$ cat src/hdl/sc2c_pkg.sv
`default_nettype none

package sc2c_pkg;

	typedef enum logic [1:0] {
		KIND_CHAR  = 2'd0,
		KIND_COMBO = 2'd1,
		KIND_RESET = 2'd2,
		KIND_LED   = 2'd3
	} kind_t;

	typedef struct packed {
		kind_t      kind;
		logic [7:0] value;
		logic       last;
	} result_t;

	typedef struct packed {
		logic [1:0] count;
		result_t    r0;
		result_t    r1;
		logic [5:0] mods_next;
	} dec_t;

	localparam int ModShift  = 0;
	localparam int ModCtrl   = 1;
	localparam int ModAlt    = 2;
	localparam int ModScroll = 3;
	localparam int ModNum    = 4;
	localparam int ModCaps   = 5;

	localparam logic [6:0] KeyAlt    = 7'h38;
	localparam logic [6:0] KeyCtrl   = 7'h1D;
	localparam logic [6:0] KeyLShift = 7'h2A;
	localparam logic [6:0] KeyRShift = 7'h36;
	localparam logic [6:0] KeyScroll = 7'h46;
	localparam logic [6:0] KeyNum    = 7'h45;
	localparam logic [6:0] KeyCaps   = 7'h3A;

	localparam logic [7:0] LedCmd    = 8'hED;
	localparam logic [7:0] CodeDel   = 8'h91;
	localparam logic [7:0] ChLowA    = 8'h61;
	localparam logic [7:0] ChLowZ    = 8'h7A;
	localparam logic [7:0] ChUpA     = 8'h41;
	localparam logic [7:0] ChUpZ     = 8'h5A;
	localparam logic [7:0] ChBracket = 8'h5B;
	localparam logic [7:0] ChUnder   = 8'h5F;
	localparam logic [7:0] CtrlOfs   = 8'h40;

	localparam int unsigned TabLen = 89;

	localparam logic [7:0] PLAIN_TAB [0:TabLen-1] = '{
		8'h00, 8'h1B, 8'h31, 8'h32, 8'h33, 8'h34, 8'h35, 8'h36,
		8'h37, 8'h38, 8'h39, 8'h30, 8'h2D, 8'h3D, 8'h08, 8'h09,
		8'h71, 8'h77, 8'h65, 8'h72, 8'h74, 8'h79, 8'h75, 8'h69,
		8'h6F, 8'h70, 8'h5B, 8'h5D, 8'h0A, 8'h00, 8'h61, 8'h73,
		8'h64, 8'h66, 8'h67, 8'h68, 8'h6A, 8'h6B, 8'h6C, 8'h3B,
		8'h27, 8'h60, 8'h00, 8'h5C, 8'h7A, 8'h78, 8'h63, 8'h76,
		8'h62, 8'h6E, 8'h6D, 8'h2C, 8'h2E, 8'h2F, 8'h00, 8'h00,
		8'h00, 8'h20, 8'h00, 8'h80, 8'h81, 8'h82, 8'h83, 8'h84,
		8'h85, 8'h86, 8'h87, 8'h88, 8'h89, 8'h00, 8'h00, 8'h92,
		8'h97, 8'h94, 8'h2D, 8'h96, 8'h35, 8'h99, 8'h2B, 8'h93,
		8'h98, 8'h95, 8'h90, 8'h91, 8'h00, 8'h00, 8'h00, 8'h8A,
		8'h8B
	};

	localparam logic [7:0] SHIFT_TAB [0:TabLen-1] = '{
		8'h00, 8'h1B, 8'h21, 8'h40, 8'h23, 8'h24, 8'h25, 8'h5E,
		8'h26, 8'h2A, 8'h28, 8'h29, 8'h5F, 8'h2B, 8'h08, 8'h09,
		8'h51, 8'h57, 8'h45, 8'h52, 8'h54, 8'h59, 8'h55, 8'h49,
		8'h4F, 8'h50, 8'h7B, 8'h7D, 8'h0A, 8'h00, 8'h41, 8'h53,
		8'h44, 8'h46, 8'h47, 8'h48, 8'h4A, 8'h4B, 8'h4C, 8'h3A,
		8'h22, 8'h7E, 8'h00, 8'h7C, 8'h5A, 8'h58, 8'h43, 8'h56,
		8'h42, 8'h4E, 8'h4D, 8'h3C, 8'h3E, 8'h3F, 8'h00, 8'h00,
		8'h00, 8'h20, 8'h00, 8'h80, 8'h81, 8'h82, 8'h83, 8'h84,
		8'h85, 8'h86, 8'h87, 8'h88, 8'h89, 8'h00, 8'h00, 8'h92,
		8'h97, 8'h94, 8'h2D, 8'h96, 8'h35, 8'h99, 8'h2B, 8'h93,
		8'h98, 8'h95, 8'h90, 8'h91, 8'h00, 8'h00, 8'h00, 8'h8A,
		8'h8B
	};

endpackage

`default_nettype wire

$ cat src/hdl/sc2c_decode.sv
`default_nettype none

module sc2c_decode (
	input  wire logic [7:0]     code,
	input  wire logic [5:0]     mods,
	output sc2c_pkg::dec_t      dec
);

	logic [6:0] key;
	logic       brk;
	logic [5:0] mod_hit;
	logic       in_tab;
	logic [7:0] p;
	logic [7:0] s;
	logic [5:0] m;

	assign key    = code[6:0];
	assign brk    = code[7];
	assign in_tab = ({25'd0, key} < sc2c_pkg::TabLen);
	assign p      = in_tab ? sc2c_pkg::PLAIN_TAB[key] : 8'h00;
	assign s      = in_tab ? sc2c_pkg::SHIFT_TAB[key] : 8'h00;

	always_comb begin
		mod_hit = 6'd0;
		if (key == sc2c_pkg::KeyAlt) begin
			mod_hit[sc2c_pkg::ModAlt] = 1'b1;
		end
		if (key == sc2c_pkg::KeyCtrl) begin
			mod_hit[sc2c_pkg::ModCtrl] = 1'b1;
		end
		if (key == sc2c_pkg::KeyLShift || key == sc2c_pkg::KeyRShift) begin
			mod_hit[sc2c_pkg::ModShift] = 1'b1;
		end
	end

	always_comb begin
		m             = mods;
		dec.count     = 2'd0;
		dec.r0.kind   = sc2c_pkg::KIND_CHAR;
		dec.r0.value  = 8'h00;
		dec.r0.last   = 1'b1;
		dec.r1.kind   = sc2c_pkg::KIND_LED;
		dec.r1.value  = 8'h00;
		dec.r1.last   = 1'b1;
		if (brk) begin
			m = mods & ~mod_hit;
		end else if (mod_hit != 6'd0) begin
			m = mods | mod_hit;
		end else if (key == sc2c_pkg::KeyScroll || key == sc2c_pkg::KeyNum ||
				key == sc2c_pkg::KeyCaps) begin
			if (key == sc2c_pkg::KeyScroll) begin
				m[sc2c_pkg::ModScroll] = ~mods[sc2c_pkg::ModScroll];
			end else if (key == sc2c_pkg::KeyNum) begin
				m[sc2c_pkg::ModNum] = ~mods[sc2c_pkg::ModNum];
			end else begin
				m[sc2c_pkg::ModCaps] = ~mods[sc2c_pkg::ModCaps];
			end
			dec.count    = 2'd2;
			dec.r0.kind  = sc2c_pkg::KIND_LED;
			dec.r0.value = sc2c_pkg::LedCmd;
			dec.r0.last  = 1'b0;
			dec.r1.value = {5'd0, m[sc2c_pkg::ModCaps], m[sc2c_pkg::ModNum],
				m[sc2c_pkg::ModScroll]};
		end else if (!in_tab) begin
			dec.count = 2'd0;
		end else if (mods[sc2c_pkg::ModAlt] && mods[sc2c_pkg::ModCtrl]) begin
			dec.count = 2'd1;
			if (s == sc2c_pkg::CodeDel) begin
				dec.r0.kind = sc2c_pkg::KIND_RESET;
			end else begin
				dec.r0.kind  = sc2c_pkg::KIND_COMBO;
				dec.r0.value = s;
			end
		end else if (mods[sc2c_pkg::ModCtrl]) begin
			if (p >= sc2c_pkg::ChLowA && p <= sc2c_pkg::ChLowZ) begin
				dec.count    = 2'd1;
				dec.r0.value = p - sc2c_pkg::ChLowA;
			end else if (p >= sc2c_pkg::ChBracket && p <= sc2c_pkg::ChUnder) begin
				dec.count    = 2'd1;
				dec.r0.value = p - sc2c_pkg::CtrlOfs;
			end
		end else if (mods[sc2c_pkg::ModShift]) begin
			if (s != 8'h00) begin
				dec.count = 2'd1;
				if (mods[sc2c_pkg::ModCaps] && s >= sc2c_pkg::ChUpA &&
						s <= sc2c_pkg::ChUpZ) begin
					dec.r0.value = p;
				end else begin
					dec.r0.value = s;
				end
			end
		end else begin
			if (p != 8'h00) begin
				dec.count = 2'd1;
				if (mods[sc2c_pkg::ModCaps] && p >= sc2c_pkg::ChLowA &&
						p <= sc2c_pkg::ChLowZ) begin
					dec.r0.value = s;
				end else begin
					dec.r0.value = p;
				end
			end
		end
		dec.mods_next = m;
	end

endmodule

`default_nettype wire

$ cat src/hdl/sc2c_outbuf.sv
`default_nettype none

module sc2c_outbuf (
	input  wire logic            clk,
	input  wire logic            arst_n,
	input  wire logic            load,
	input  sc2c_pkg::dec_t       dec,
	output logic                 free,
	output logic                 out_valid,
	input  wire logic            out_ready,
	output sc2c_pkg::result_t    out_res
);

	logic                 out_valid_q;
	logic                 pend_valid_q;
	sc2c_pkg::result_t    out_q;
	sc2c_pkg::result_t    pend_q;
	logic                 pop;
	logic                 take;

	assign pop       = out_valid_q && out_ready;
	assign free      = !out_valid_q || (out_ready && !pend_valid_q);
	assign take      = load && (dec.count != 2'd0);
	assign out_valid = out_valid_q;
	assign out_res   = out_q;

	always_ff @(posedge clk or negedge arst_n) begin
		if (!arst_n) begin
			out_valid_q  <= 1'b0;
			pend_valid_q <= 1'b0;
		end else if (take) begin
			out_valid_q  <= 1'b1;
			pend_valid_q <= (dec.count == 2'd2);
		end else if (pop) begin
			out_valid_q  <= pend_valid_q;
			pend_valid_q <= 1'b0;
		end
	end

	always_ff @(posedge clk) begin
		if (take) begin
			out_q  <= dec.r0;
			pend_q <= dec.r1;
		end else if (pop) begin
			out_q <= pend_q;
		end
	end

endmodule

`default_nettype wire

$ cat src/hdl/scancode_set1_to_char_translator.sv
// An accepted scancode beat is registered in code_s1, then its results in the output buffer.
// Throughput: one scancode beat per cycle while out_ready is high; a lock key holds the input
// until its second result is taken, as its two results leave the output register one per cycle.
// Reset: arst_n clears the modifier bits and empties the input and output stages.
`default_nettype none

module scancode_set1_to_char_translator (
	input  wire logic       clk,
	input  wire logic       arst_n,
	input  wire logic       in_valid,
	output logic            in_ready,
	input  wire logic [7:0] key_byte,
	output logic            out_valid,
	input  wire logic       out_ready,
	output logic [1:0]      kind,
	output logic [7:0]      value,
	output logic            last
);

	logic                 valid_s1;
	logic [7:0]           code_s1;
	logic [5:0]           mod_q;
	logic                 advance;
	logic                 buf_free;
	sc2c_pkg::dec_t       dec;
	sc2c_pkg::result_t    res;

	sc2c_decode u_decode (
		.code (code_s1),
		.mods (mod_q),
		.dec  (dec)
	);

	sc2c_outbuf u_outbuf (
		.clk       (clk),
		.arst_n    (arst_n),
		.load      (advance),
		.dec       (dec),
		.free      (buf_free),
		.out_valid (out_valid),
		.out_ready (out_ready),
		.out_res   (res)
	);

	assign advance  = valid_s1 && ((dec.count == 2'd0) || buf_free);
	assign in_ready = !valid_s1 || advance;
	assign kind     = res.kind;
	assign value    = res.value;
	assign last     = res.last;

	always_ff @(posedge clk or negedge arst_n) begin
		if (!arst_n) begin
			valid_s1 <= 1'b0;
			mod_q    <= 6'd0;
		end else begin
			if (in_ready) begin
				valid_s1 <= in_valid;
			end
			if (advance) begin
				mod_q <= dec.mods_next;
			end
		end
	end

	always_ff @(posedge clk) begin
		if (in_valid && in_ready) begin
			code_s1 <= key_byte;
		end
	end

endmodule

`default_nettype wire

$ cat config.mk
export PLATFORM = sky130hd
export DESIGN_NAME = scancode_set1_to_char_translator
export DESIGN_NICKNAME = d
export VERILOG_FILES = /design/src/hdl/sc2c_pkg.sv /design/src/hdl/sc2c_decode.sv /design/src/hdl/sc2c_outbuf.sv /design/src/hdl/scancode_set1_to_char_translator.sv
export SDC_FILE = /design/constraint.sdc
export NUM_CORES = 1
export LEC_CHECK = 0
export ABC_AREA = 0
export BUFFER_PORTS_ARGS = -buffer_cell sky130_fd_sc_hd__buf_2
export CAP_MARGIN = 20
export CELL_PAD_IN_SITES_DETAIL_PLACEMENT = 2
export CELL_PAD_IN_SITES_GLOBAL_PLACEMENT = 2
export CORE_UTILIZATION = 40
export DETAILED_ROUTE_END_ITERATION = 16
export PLACE_DENSITY = 0.9
export SYNTH_ARGS = -nofsm -noshare
export SYNTH_HDL_FRONTEND = slang
export SYNTH_HIERARCHICAL = 1
export SYNTH_SLANG_ARGS = --single-unit
$ cat constraint.sdc
create_clock -name clk -period 6.31 [get_ports clk]
set_input_delay 0.9465 -clock clk [delete_from_list [all_inputs] [get_ports clk]]
set_output_delay 0.9465 -clock clk [all_outputs]
set_load 0.01 [all_outputs]
# [Yosys cells after proc, flatten, opt, wreduce, memory -nomap -nowiden]
# Memories as Yosys holds them, arrays and structs flattened.
# Cells that the tools add are included.
[word_totals] mem_count=2 mem_bits_ro=2048 ff_bits=36 mem_bits_rw=0 latchBits=0
[classes] mux=48 order_cmp=8 n_div=0 n_shift=0 n_addsub=2 eq_ne=9 n_reduce_logical=33 n_mul=0 bitwise=8
[memory_table] name="(name not given)" depth=128 word_bits=8 read_ports=1 rd_clocked_by_memory_dff=0 write_ports=0 line_no="sc2c_decode.sv:20" text="assign p = in_tab ? sc2c_pkg::PLAIN_TAB[key] : 8'h00;"
[memory_table] name="(name not given)" depth=128 word_bits=8 read_ports=1 rd_clocked_by_memory_dff=0 write_ports=0 line_no="sc2c_decode.sv:21" text="assign s = in_tab ? sc2c_pkg::SHIFT_TAB[key] : 8'h00;"
[ops] op="two-way mux 8 bit" count=16
[ops] op="== test 7 x 6 -> 1 bit (second input constant)" count=4
[ops] op="two-way mux 13 bit" count=2
[ops] op="greater-or-equal comparator 8 x 7 -> 1 bit (second input constant)" count=3
[ops] op="less-or-equal comparator 8 x 7 -> 1 bit (second input constant)" count=3
[ops] op="two-way mux 11 bit" count=2
[ops] op="two-way mux 2 bit" count=8
[ops] op="nonzero test 8 bit" count=2
[ops] op="subtractor 8 x 7 -> 8 bit (second input constant)" count=2
[ops] op="== test 7 bit (second input constant)" count=2
[ops] op="two-way mux 1 bit" count=14
[ops] op="logical AND 1 bit" count=12
[ops] op="two-way mux 12 bit" count=1
[ops] op="two-way mux 10 bit" count=1
[ops] op="two-way mux 3 bit" count=3
[ops] op="== test 8 bit (second input constant)" count=1
[ops] op="greater-or-equal comparator 8 bit (second input constant)" count=1
[ops] op="NOT 7 -> 8 bit" count=1
[ops] op="== test 7 x 5 -> 1 bit (second input constant)" count=1
[ops] op="< comparator 7 bit (second input constant)" count=1
[ops] op="AND 6 bit" count=1
[ops] op="logical OR 1 bit" count=6
[ops] op="two-way mux 6 bit" count=1
[ops] op="NOT 3 -> 6 bit" count=1
[ops] op="11 further kinds" count=19

# [Depth between registers and ports, before layout]
# Gate-level depths: netlist of run 1.
[logic_depth] ltp_word=22 depth_mapped=21

# [Hierarchy]
# Netlist of run 1, hierarchy kept.
[modules_own_cells] module="sc2c_decode" cells_each=423 seq_area_each_um2=0.0 n_inst=1 area_each_um2=2971.6
[modules_own_cells] module="sc2c_outbuf" cells_each=47 seq_area_each_um2=710.7 n_inst=1 area_each_um2=942.2
[modules_own_cells] module="scancode_set1_to_char_translator" cells_each=42 seq_area_each_um2=415.4 n_inst=1 area_each_um2=610.6

# [Worst setup path before layout of run 1]
# OpenSTA, ideal clock, no wires.
[synth_path] kind="flip-flop to flip-flop" from="register code_s1[1]" to="register u_outbuf.out_q (netlist bit u_outbuf/out_res[0]), enable pin" setup_slack_ps=824 synth_period_minus_slack_ps=5486 arrival_ps=5092 setup_ps=394 t_required_ps=5916 stages_incl_launch_ff=22 path_cell_list="edfxtp_1 > buf_2 > inv_1 > ha_1 > buf_2 > or2_2 > a211oi_1 > nor4_2 > a21oi_1 > inv_1 > ha_1 > nand3b_1 > a311oi_2 > nor3_2 > o31ai_1 > a21oi_1 > o21ba_1 > buf_6 > nor2b_1 > o21ai_4 > buf_6 > o21ai_0"
[synth_lines] item="from (decl)" line_no="scancode_set1_to_char_translator.sv:21" text="logic [7:0] code_s1;"
[synth_lines] item="from (signal assigned)" line_no="scancode_set1_to_char_translator.sv:67" text="code_s1 <= key_byte;"
[synth_lines] item="to (signal assigned)" line_no="sc2c_outbuf.sv:42" text="out_q <= dec.r0;"
[synth_lines] item="to (signal assigned)" line_no="sc2c_outbuf.sv:45" text="out_q <= pend_q;"
[synth_lines] item="to (decl)" line_no="sc2c_outbuf.sv:16" text="sc2c_pkg::result_t out_q;"

==> results.md, run 1 <==
- IO Port Bufs: 24
- Pre-antenna DRT Iters: 5
- Status: complete, no violations
- Die Wd: 108 um
- CP Launch Type: register
- FF/Latch Area: 0.00113 mm^2
- M1 GR Usage: 44.1%
- Mapped Area: 0.00452 mm^2
- Iteration-0 DRC Markers: 352
- Clock Latency Late Sink: 300 ps
- Fin. max-slew vios: 0
- Routed Antenna Nets: 0
- CTS tree: yes
- Vias: 4597
- Tightest Pin Transition: 1040 ps
- Initial core utilization: 41.4%
- Placement Cell Area: 0.00469 mm^2
- Core ar.: 0.0109 mm^2
- Final Wtd Congestion: 0.956
- GR peak layer: met2
- Rel. slew slack: 30.1%
- Critical path required time: 5360 ps
- Final wirelength: 20.7 mm
- Placed insts: 654
- RSZ-0062 raised after global routing: false
- Antenna violations before repair: 1
- Global route total overflow: 0
- Clock Path Buffers: 2
- Setup Viol. Count Final: 0
- Setup CP Type: reg2out
- Die area: 0.0117 mm^2
- Critical Path AT: 5210 ps
- TritonCTS Buffers: 5
- CTS sink count: 39
- I/O Pins: 25
- Vias/cell: 6.93
- First-pass GRT wire length: 30.8 mm
- Cells after Synth: 512
- Max FO, Critical Path: 10
- GRT Total Usage: 35.9%
- NumNets Final: 554
- Reg2reg end: u_outbuf/out_res[0]
- WHS: 494 ps
- Crit path to: in_ready
- Clk slew on worst S/H paths: 60 ps
- Yosys cell types: 95
- Post-CTS setup buffer count: 0
- Post-synth EDFFs: 30
- Chip height: 108 um
- R2r setup slk: 220 ps
- Met3 usage: 6.87%
- DRC errors left: 0
- Syn_area_per_cell: 8.84 um^2
- Cts hold-fix bufs: 0
- Wire per inst: 31.2 um
- Area of the multi-input gates: 0.00308 mm^2
- Biggest area consumer among synthesized cells: edfxtp_1
- Post-DP HPWL: 13.4 mm
- Pwr Density: 191 mW/mm^2
- Number of global-route vias before repair: 5020
- Fin. Hold Viols: 0
- Peak supply drop: 188 uV
- Setup crit start: code_s1[1]
- Min cycle time layout: 6160 ps
- Maxcap violations: 0
- Sequential share of the synthesized area: 24.9%
- Worst Hold Class: in2async
- Area grow syn2layout: 7.55%
- Yosys top cell area share: 19.9%
- Most used DFF post-synth: edfxtp_1
- Fin cells: 663
- Yosys warnings: 6
- Clock Tree Root: clkbuf_16
- Lkg Pwr: 1.90 nW
- Deepest level of the CTS H-tree: 2
- Flops & latches, synth: 39
- Worst-case clock skew: 11.6 ps
- Reg2reg start: code_s1[1]
- Period utilization: 97.5%
- Area contributors post-synth: edfxtp_1 (20%), ha_1 (5.8%), dfrtp_1 (5.0%)
- Layout cells sized above 1: 19.7%
- Setup_tns: 0 ps
- Post-layout instance area: 0.00487 mm^2
- Fillers: 1202
- Fmax: 162 MHz
- FFs w/ async S/R, synth: 23.1%
- R2R depth: 17
- Met2 usage in global routing: 60.7%
- Endpoint type of the worst setup path: output port
- Util after Layout: 44.5%
- Core Rows: 38
- Largest net degree at the start of global routing: 61
area by class of cell:
class	count	share of cell area (%)
clock buffers	5	2.57
multi-input cells	414	63.3
well taps	140	3.60
repair buffers	41	5.35
clock inverters	3	0.411
flip-flops and latches	39	23.1
inverters	20	1.62
diodes	1	0.0514
kinds of logic after synthesis:
family / share of synthesized area [%]
AO/OA/AOI/OAI: 30.9
XOR/XNOR: 2.13
adder cells (fa/ha/maj): 6.06
buffers and inverters: 8.10
flip-flops: 24.9
multiplexers: 6.39
other: 0.166
AND/OR/NAND/NOR: 21.4
placed cells by master, fill, tap and decap left out, types with 10 or more instances in the layout:
master,instances
nor2_1,37
nand2_1,34
edfxtp_1,30
o21ai_0,27
buf_2,24
a21oi_1,21
ha_1,21
inv_1,17
nand2b_1,17
buf_4,16
nor2b_1,11
nand3_1,11
a31oi_1,10
timing repair:
item / in CTS / in global routing
setup endpoints to repair: 23 / 34
resized for setup: 2 / 3
endpoints found under the hold margin: 0 / 0
gates cloned: 0 / 0
power breakdown:
part,internal (mW),total (mW),switching (mW)
clock network,0.146,0.260,0.114
logic,0.120,0.347,0.227
registers,0.302,0.325,0.0229
per-stage QoR:
step,setup WS (ps),power [mW]
after floorplan,824,0.546
after global placement,798,0.622
after detailed placement,204,0.644
after CTS,60.6,0.918
after global routing,46.3,0.956
final,155,0.931
per-layer routing:
| metal | vias to the layer above | routed length (um) |
|---|---|---|
| met4 | 0 | 847 |
| met5 | - | 0 |
| li1 | 1951 | - |
| met2 | 240 | 10000 |
| met1 | 2339 | 8310 |
| met3 | 67 | 1520 |
worst max-delay path: stages (launching register included):
cell and delay, ps:
edfxtp_1 400, inv_1 280, ha_1 230, a21bo_1 260, a311oi_1 610, o211ai_1 330, a21boi_2 330, ha_1 260
nand3b_1 230, a311oi_4 470, nor3_2 150, o31ai_2 440, a21oi_2 220, o21ba_1 400, nand2_1 140, buf_2 150
flip-flops by register name (all words and copies together), names as in the netlist:
register / cells
u_outbuf/out_res: 11
code_s1: 8
u_outbuf/pend_valid_q: 1
mod_q: 6
valid_s1: 1
u_outbuf/out_valid: 1
u_outbuf/pend_q: 11
worst min-delay path by stage:
| stage | end | slack, ps | cells after the start |
|---|---|---|---|
| global placement | u_outbuf/out_res[1] | 530 | 1 |
| detailed placement | u_outbuf/out_res[6] | 540 | 1 |
| floorplan | u_outbuf/out_valid | 520 | 2 |
| global route | u_outbuf/out_valid | 500 | 1 |
| CTS | mod_q[4] | 490 | 1 |
| finish | mod_q[4] | 490 | 1 |
cell usage after synthesis (all sizes together), types with 10 or more instances:
cell / number
a211oi: 10
a21oi: 25
a31oi: 11
buf: 35
clkbuf: 10
edfxtp: 30
ha: 21
inv: 19
mux2: 15
nand2: 34
nand2b: 17
nand3: 11
nor2: 37
nor2b: 12
o21ai: 29
o22ai: 10
Power figures use the tool's default switching activity.
==> inputs of run 2 (changes only) <==
--- a/config.mk
+++ b/config.mk
@@ -12,7 +12,9 @@
 export CELL_PAD_IN_SITES_GLOBAL_PLACEMENT = 2
 export CORE_UTILIZATION = 40
 export DETAILED_ROUTE_END_ITERATION = 16
+export GPL_TIMING_DRIVEN = 0
 export PLACE_DENSITY = 0.9
+export REMOVE_ABC_BUFFERS = 1
 export SYNTH_ARGS = -nofsm -noshare
 export SYNTH_HDL_FRONTEND = slang
 export SYNTH_HIERARCHICAL = 1
==> run 2 against run 1 <==
  * Largest power group unchanged
  * Clock power decreased by 2%
  * Fmax increased by 1.0%
  * Combinational power shrank 3%
  * Sequential share of layout area fell by 0.071 points
  * Sequential power barely moved
  * Critical path depth grew 5
==> results.md, run 2 (synthesis results as in run 1) <==
- Min cycle time layout: 6090 ps
- Worst Hold Class: in2async
- Fin. Hold Viols: 0
- Fmax: 164 MHz
- Wire per inst: 27.9 um
- Post-DP HPWL: 12.6 mm
- Clock Tree Root: clkbuf_16
- Layout cells sized above 1: 18.4%
- NumNets Final: 547
- Number of global-route vias before repair: 4860
- FF/Latch Area: 0.00113 mm^2
- Lkg Pwr: 1.91 nW
- Clock Path Buffers: 2
- Final setup margin: 216 ps
- Pwr Density: 188 mW/mm^2
- WHS: 507 ps
- Area grow syn2layout: 7.88%
- RSZ-0062 raised after global routing: false
- Final wirelength: 18.3 mm
- Period utilization: 96.6%
- Routed Antenna Nets: 0
- Deepest level of the CTS H-tree: 2
- Area of the multi-input gates: 0.00308 mm^2
- Setup Viol. Count Final: 0
- Initial core utilization: 41.4%
- Clk slew on worst S/H paths: 60 ps
- Most frequent cells in the layout: nor2_1 (37), nand2_1 (34), edfxtp_1 (30)
- Critical path required time: 6290 ps
- Pre-CTS setup slack: -820 ps
- Pre-antenna DRT Iters: 5
- Die area: 0.0117 mm^2
- Fin. max-slew vios: 0
- Global route total overflow: 0
- IO Port Bufs: 24
- TritonCTS Buffers: 5
- Vias/cell: 6.91
- CTS tree: yes
- Largest net degree at the start of global routing: 34
- Core Rows: 38
- CTS sink count: 39
- Rel. slew slack: 39.9%
- Final Wtd Congestion: 0.889
- Worst-case clock skew: 11.2 ps
- First-pass GRT wire length: 27.9 mm
- Endpoint type of the worst setup path: register
- Fillers: 1207
- Clock Latency Late Sink: 290 ps
- Critical Path AT: 6080 ps
- Vias: 4527
- GRT Total Usage: 31.9%
- DRC errors left: 0
- CP Launch Type: register
- Peak supply drop: 94.3 uV
- Maxcap violations: 0
- Iteration-0 DRC Markers: 313
- I/O Pins: 25
- Setup CP Type: reg2reg
- Antenna violations before repair: 0
- Chip height: 108 um
- Commonest non-fill, non-tap cell in the layout: nor2_1
- Tightest Pin Transition: 892 ps
- Die Wd: 108 um
- Status: complete, no violations
- Max FO, Critical Path: 32
- Core ar.: 0.0109 mm^2
- Antenna diodes: 0
==> run 2: stage by stage <==
stage	total power, mW	instance area, um^2	setup TNS [ps]	instances	util [%]
3_3_place_gp	0.607	4550	-26430	637	41.6
5_1_grt	0.947	4880	0	655	44.6
4_1_cts	0.906	4820	0	653	44.1
2_1_floorplan	0.529	4260	0	473	-
3_5_place_dp	0.639	4650	-19090	642	42.6
6_report	0.917	4880	0	655	44.6
==> run 2: cell type report <==
cell class                 count  share of cell area (%)
clock buffer                   6                    2.64
clock inverter                 2                   0.256
inverter                      20                    1.54
multi-input combinational    414                    63.2
sequential                    39                    23.1
tap                          140                    3.59
timing repair buffer          34                    5.74
==> run 2: final timing paths <==
path | start | to | slack, ps | depth (start not counted)
setup / recovery | code_s1[2] | u_outbuf/out_res[8] | 220 | 20
hold / removal | arst_n | u_outbuf/pend_valid_q | 510 | 1
setup reg to reg | code_s1[2] | u_outbuf/out_res[8] | 220 | 20
hold reg to reg | u_outbuf/pend_q[3] | u_outbuf/out_res[3] | 560 | 1
max in group asynchronous | arst_n | mod_q[0] | 5600 | 1
min in group clk | u_outbuf/pend_q[3] | u_outbuf/out_res[3] | 560 | 1
==> run 2: what timing repair did <==
action                     in CTS  in global routing
gates resized for setup         3                  3
setup endpoints to repair      43                 34
buffers inserted                3                  1
pin swaps                       0                  1
hold buffers                    0                  0
==> run 2: where the power goes <==
group	internal (mW)	switching [mW]	total (mW)
Sequential	0.302	0.0217	0.324
Clock	0.146	0.109	0.256
Combinational	0.122	0.217	0.338
Total	0.570	0.348	0.917
==> run 2: critical path: stages, from the launching register on <==
cell and delay (ps):
edfxtp_1 440, buf_16 200, buf_16 180, inv_2 120
ha_1 290, a21bo_1 230, a311oi_2 180, o211ai_1 240
a21boi_2 460, inv_1 160, ha_1 230, nand2b_1 200
nor4_4 440, nor3_2 160, o31ai_1 470, a21oi_2 220
o21ba_1 360, nor2b_1 340, o21ai_4 250, o21ai_2 280
buf_2 310
==> run 2: per-layer routing <==
layer / part of all wire (%) / global-route usage (%) / wire (um)
met1: 39 / 37.8 / 7200
met2: 50 / 55.9 / 9060
met3: 6.9 / 5.91 / 1260
met4: 4.1 / 14.4 / 748
met5: 0 / 0 / 0
==> inputs of run 3 (changes only) <==
--- a/config.mk
+++ b/config.mk
@@ -5,7 +5,6 @@
 export SDC_FILE = /design/constraint.sdc
 export NUM_CORES = 1
 export LEC_CHECK = 0
-export ABC_AREA = 0
 export BUFFER_PORTS_ARGS = -buffer_cell sky130_fd_sc_hd__buf_2
 export CAP_MARGIN = 20
 export CELL_PAD_IN_SITES_DETAIL_PLACEMENT = 2
@@ -13,7 +12,8 @@
 export CORE_UTILIZATION = 40
 export DETAILED_ROUTE_END_ITERATION = 16
 export GPL_TIMING_DRIVEN = 0
-export PLACE_DENSITY = 0.9
+export HOLD_SLACK_MARGIN = 0.05
+export PLACE_DENSITY_LB_ADDON = 0.1
 export REMOVE_ABC_BUFFERS = 1
 export SYNTH_ARGS = -nofsm -noshare
 export SYNTH_HDL_FRONTEND = slang
==> run 3 against run 2 <==
  * Critical path depth down 5
  * Sequential power about the same
  * Core utilization up 0.13 points
  * Routed wire length down 9.1%
  * Worst setup slack worse by 44 ps
  * Flip-flop and latch count unchanged
  * Register-to-register slack better by 20 ps
  * Die area unchanged
  * Largest power group unchanged
  * Clock power down 3%
==> results.md, run 3 (synthesis results as in run 1) <==
- WP buf/inv: 2
- WP depth: 15
- Setup Viol. Count Final: 0
- Util after Layout: 44.8%
- Core ar.: 0.0109 mm^2
- Vias: 4291
- R2R depth: 16
- Status: complete, no violations
- CP max-delay cell: a311oi_1
- Placed insts: 641
- Endpoint type of the worst setup path: output port
- First-pass GRT wire length: 25.9 mm
- Fin cells: 658
- Largest net degree at the start of global routing: 34
- Wire per inst: 25.2 um
- RSZ-0062 raised after global routing: false
- Final wirelength: 16.6 mm
- CTS sink count: 39
- Final Wtd Congestion: 0.858
- Pre-CTS setup slack: -844 ps
- Vias/cell: 6.52
- Fin. max-slew vios: 0
- Most frequent CP cell: ha_1
- Max stage delay on crit path: 610 ps
- Min cycle time layout: 6140 ps
- Area grow syn2layout: 8.19%
- Clock Path Buffers: 2
- Die Wd: 108 um
- Most frequent cells in the layout: nor2_1 (37), nand2_1 (34), edfxtp_1 (30)
- Pre-antenna DRT Iters: 5
- Global route total overflow: 0
- Critical-path cell list: inv_2, ha_1, a21bo_1, a311oi_1, o211ai_1, a21boi_2, ha_1, nand3b_1, a311oi_4, nor3_2, o31ai_1, a21oi_2, o21ba_1, nand2_1, buf_2
- Commonest non-fill, non-tap cell in the layout: nor2_1
- Clk slew on worst S/H paths: 60 ps
- Worst Hold Class: in2async
- NumNets Final: 550
- Iteration-0 DRC Markers: 372
- Final setup margin: 172 ps
- Critical path required time: 5360 ps
- Setup_tns: 0 ps
- Routed Antenna Nets: 0
- Peak supply drop: 124 uV
- Critical Path AT: 5190 ps
- Deepest level of the CTS H-tree: 2
- Antenna violations before repair: 1
- Largest delay share family, worst path: compound AO/OA/AOI/OAI gates
- Fmax: 163 MHz
- Tightest Pin Transition: 806 ps
- Core Rows: 38
- I/O Pins: 25
- Worst-case clock skew: 7.05 ps
- CP Launch Type: register
- Setup CP Type: reg2out
- Lkg Pwr: 1.92 nW
- IO Port Bufs: 24
- Period utilization: 97.3%
- Pwr Density: 183 mW/mm^2
- Fin. Hold Viols: 0
- Maxcap violations: 0
- Post-DP HPWL: 12.1 mm
- Layout cells sized above 1: 18.7%
- Number of global-route vias before repair: 4525
- Clock Latency Late Sink: 290 ps
- CTS tree: yes
- Rel. slew slack: 45.8%
- Initial core utilization: 41.4%
- Clock Tree Root: clkbuf_16
- Max FO, Critical Path: 10
- TritonCTS Buffers: 5
- Chip height: 108 um
- GRT Total Usage: 29.3%
- DRC errors left: 0
- Antenna diodes: 0
- Die area: 0.0117 mm^2
-- run 3: stage by stage --
stage	cell area (um^2)	total power, mW	hold WS (ps)
after global routing	4890	0.934	511
final	4890	0.896	500
after CTS	4820	0.890	496
after global placement	4550	0.611	530
after detailed placement	4650	0.634	538
after floorplan	4260	0.529	522
-- run 3: what timing repair did --
item / in CTS / in global routing
gates resized for setup: 2 / 3
buffers inserted: 3 / 5
setup endpoints to repair: 43 / 31
hold buffers: 0 / 0
-- run 3: report_power, final --
part / internal, mW / switching (mW) / leakage (nW) / total [mW]
Sequential: 0.302 / 0.0199 / 0.407 / 0.322
Combinational: 0.121 / 0.205 / 1.45 / 0.326
Clock: 0.146 / 0.102 / 0.0669 / 0.248
Total: 0.569 / 0.327 / 1.92 / 0.896
-- run 3: metal layers --
layer	share of wire (%)	up-vias	track usage (%)
li1	-	1937	-
met3	4.3	27	4.04
met2	48	120	49.5
met5	0	-	0
met4	1.6	0	7.34
met1	46	2207	39.2
-- run 3: area by class of cell --
| type | instances | area, um^2 |
|---|---|---|
| well taps | 140 | 175 |
| inverters | 20 | 75.1 |
| fillers | 1212 | 6040 |
| clock inverters | 2 | 12.5 |
| multi-input cells | 414 | 3080 |
| repair buffers | 37 | 293 |
| clock buffers | 6 | 129 |
| flip-flops and latches | 39 | 1130 |
-- run 3: path summary, 6_finish.rpt --
path	to	slack (ps)	from
worst max register to register	u_outbuf/pend_q[9]	240	code_s1[2]
max in group asynchronous	valid_s1	5620	arst_n
worst max-delay path	in_ready	170	code_s1[2]
min in group clk	u_outbuf/out_res[4]	550	u_outbuf/pend_q[4]
worst min register to register	u_outbuf/out_res[4]	550	u_outbuf/pend_q[4]
worst min-delay path	u_outbuf/out_valid	500	arst_n
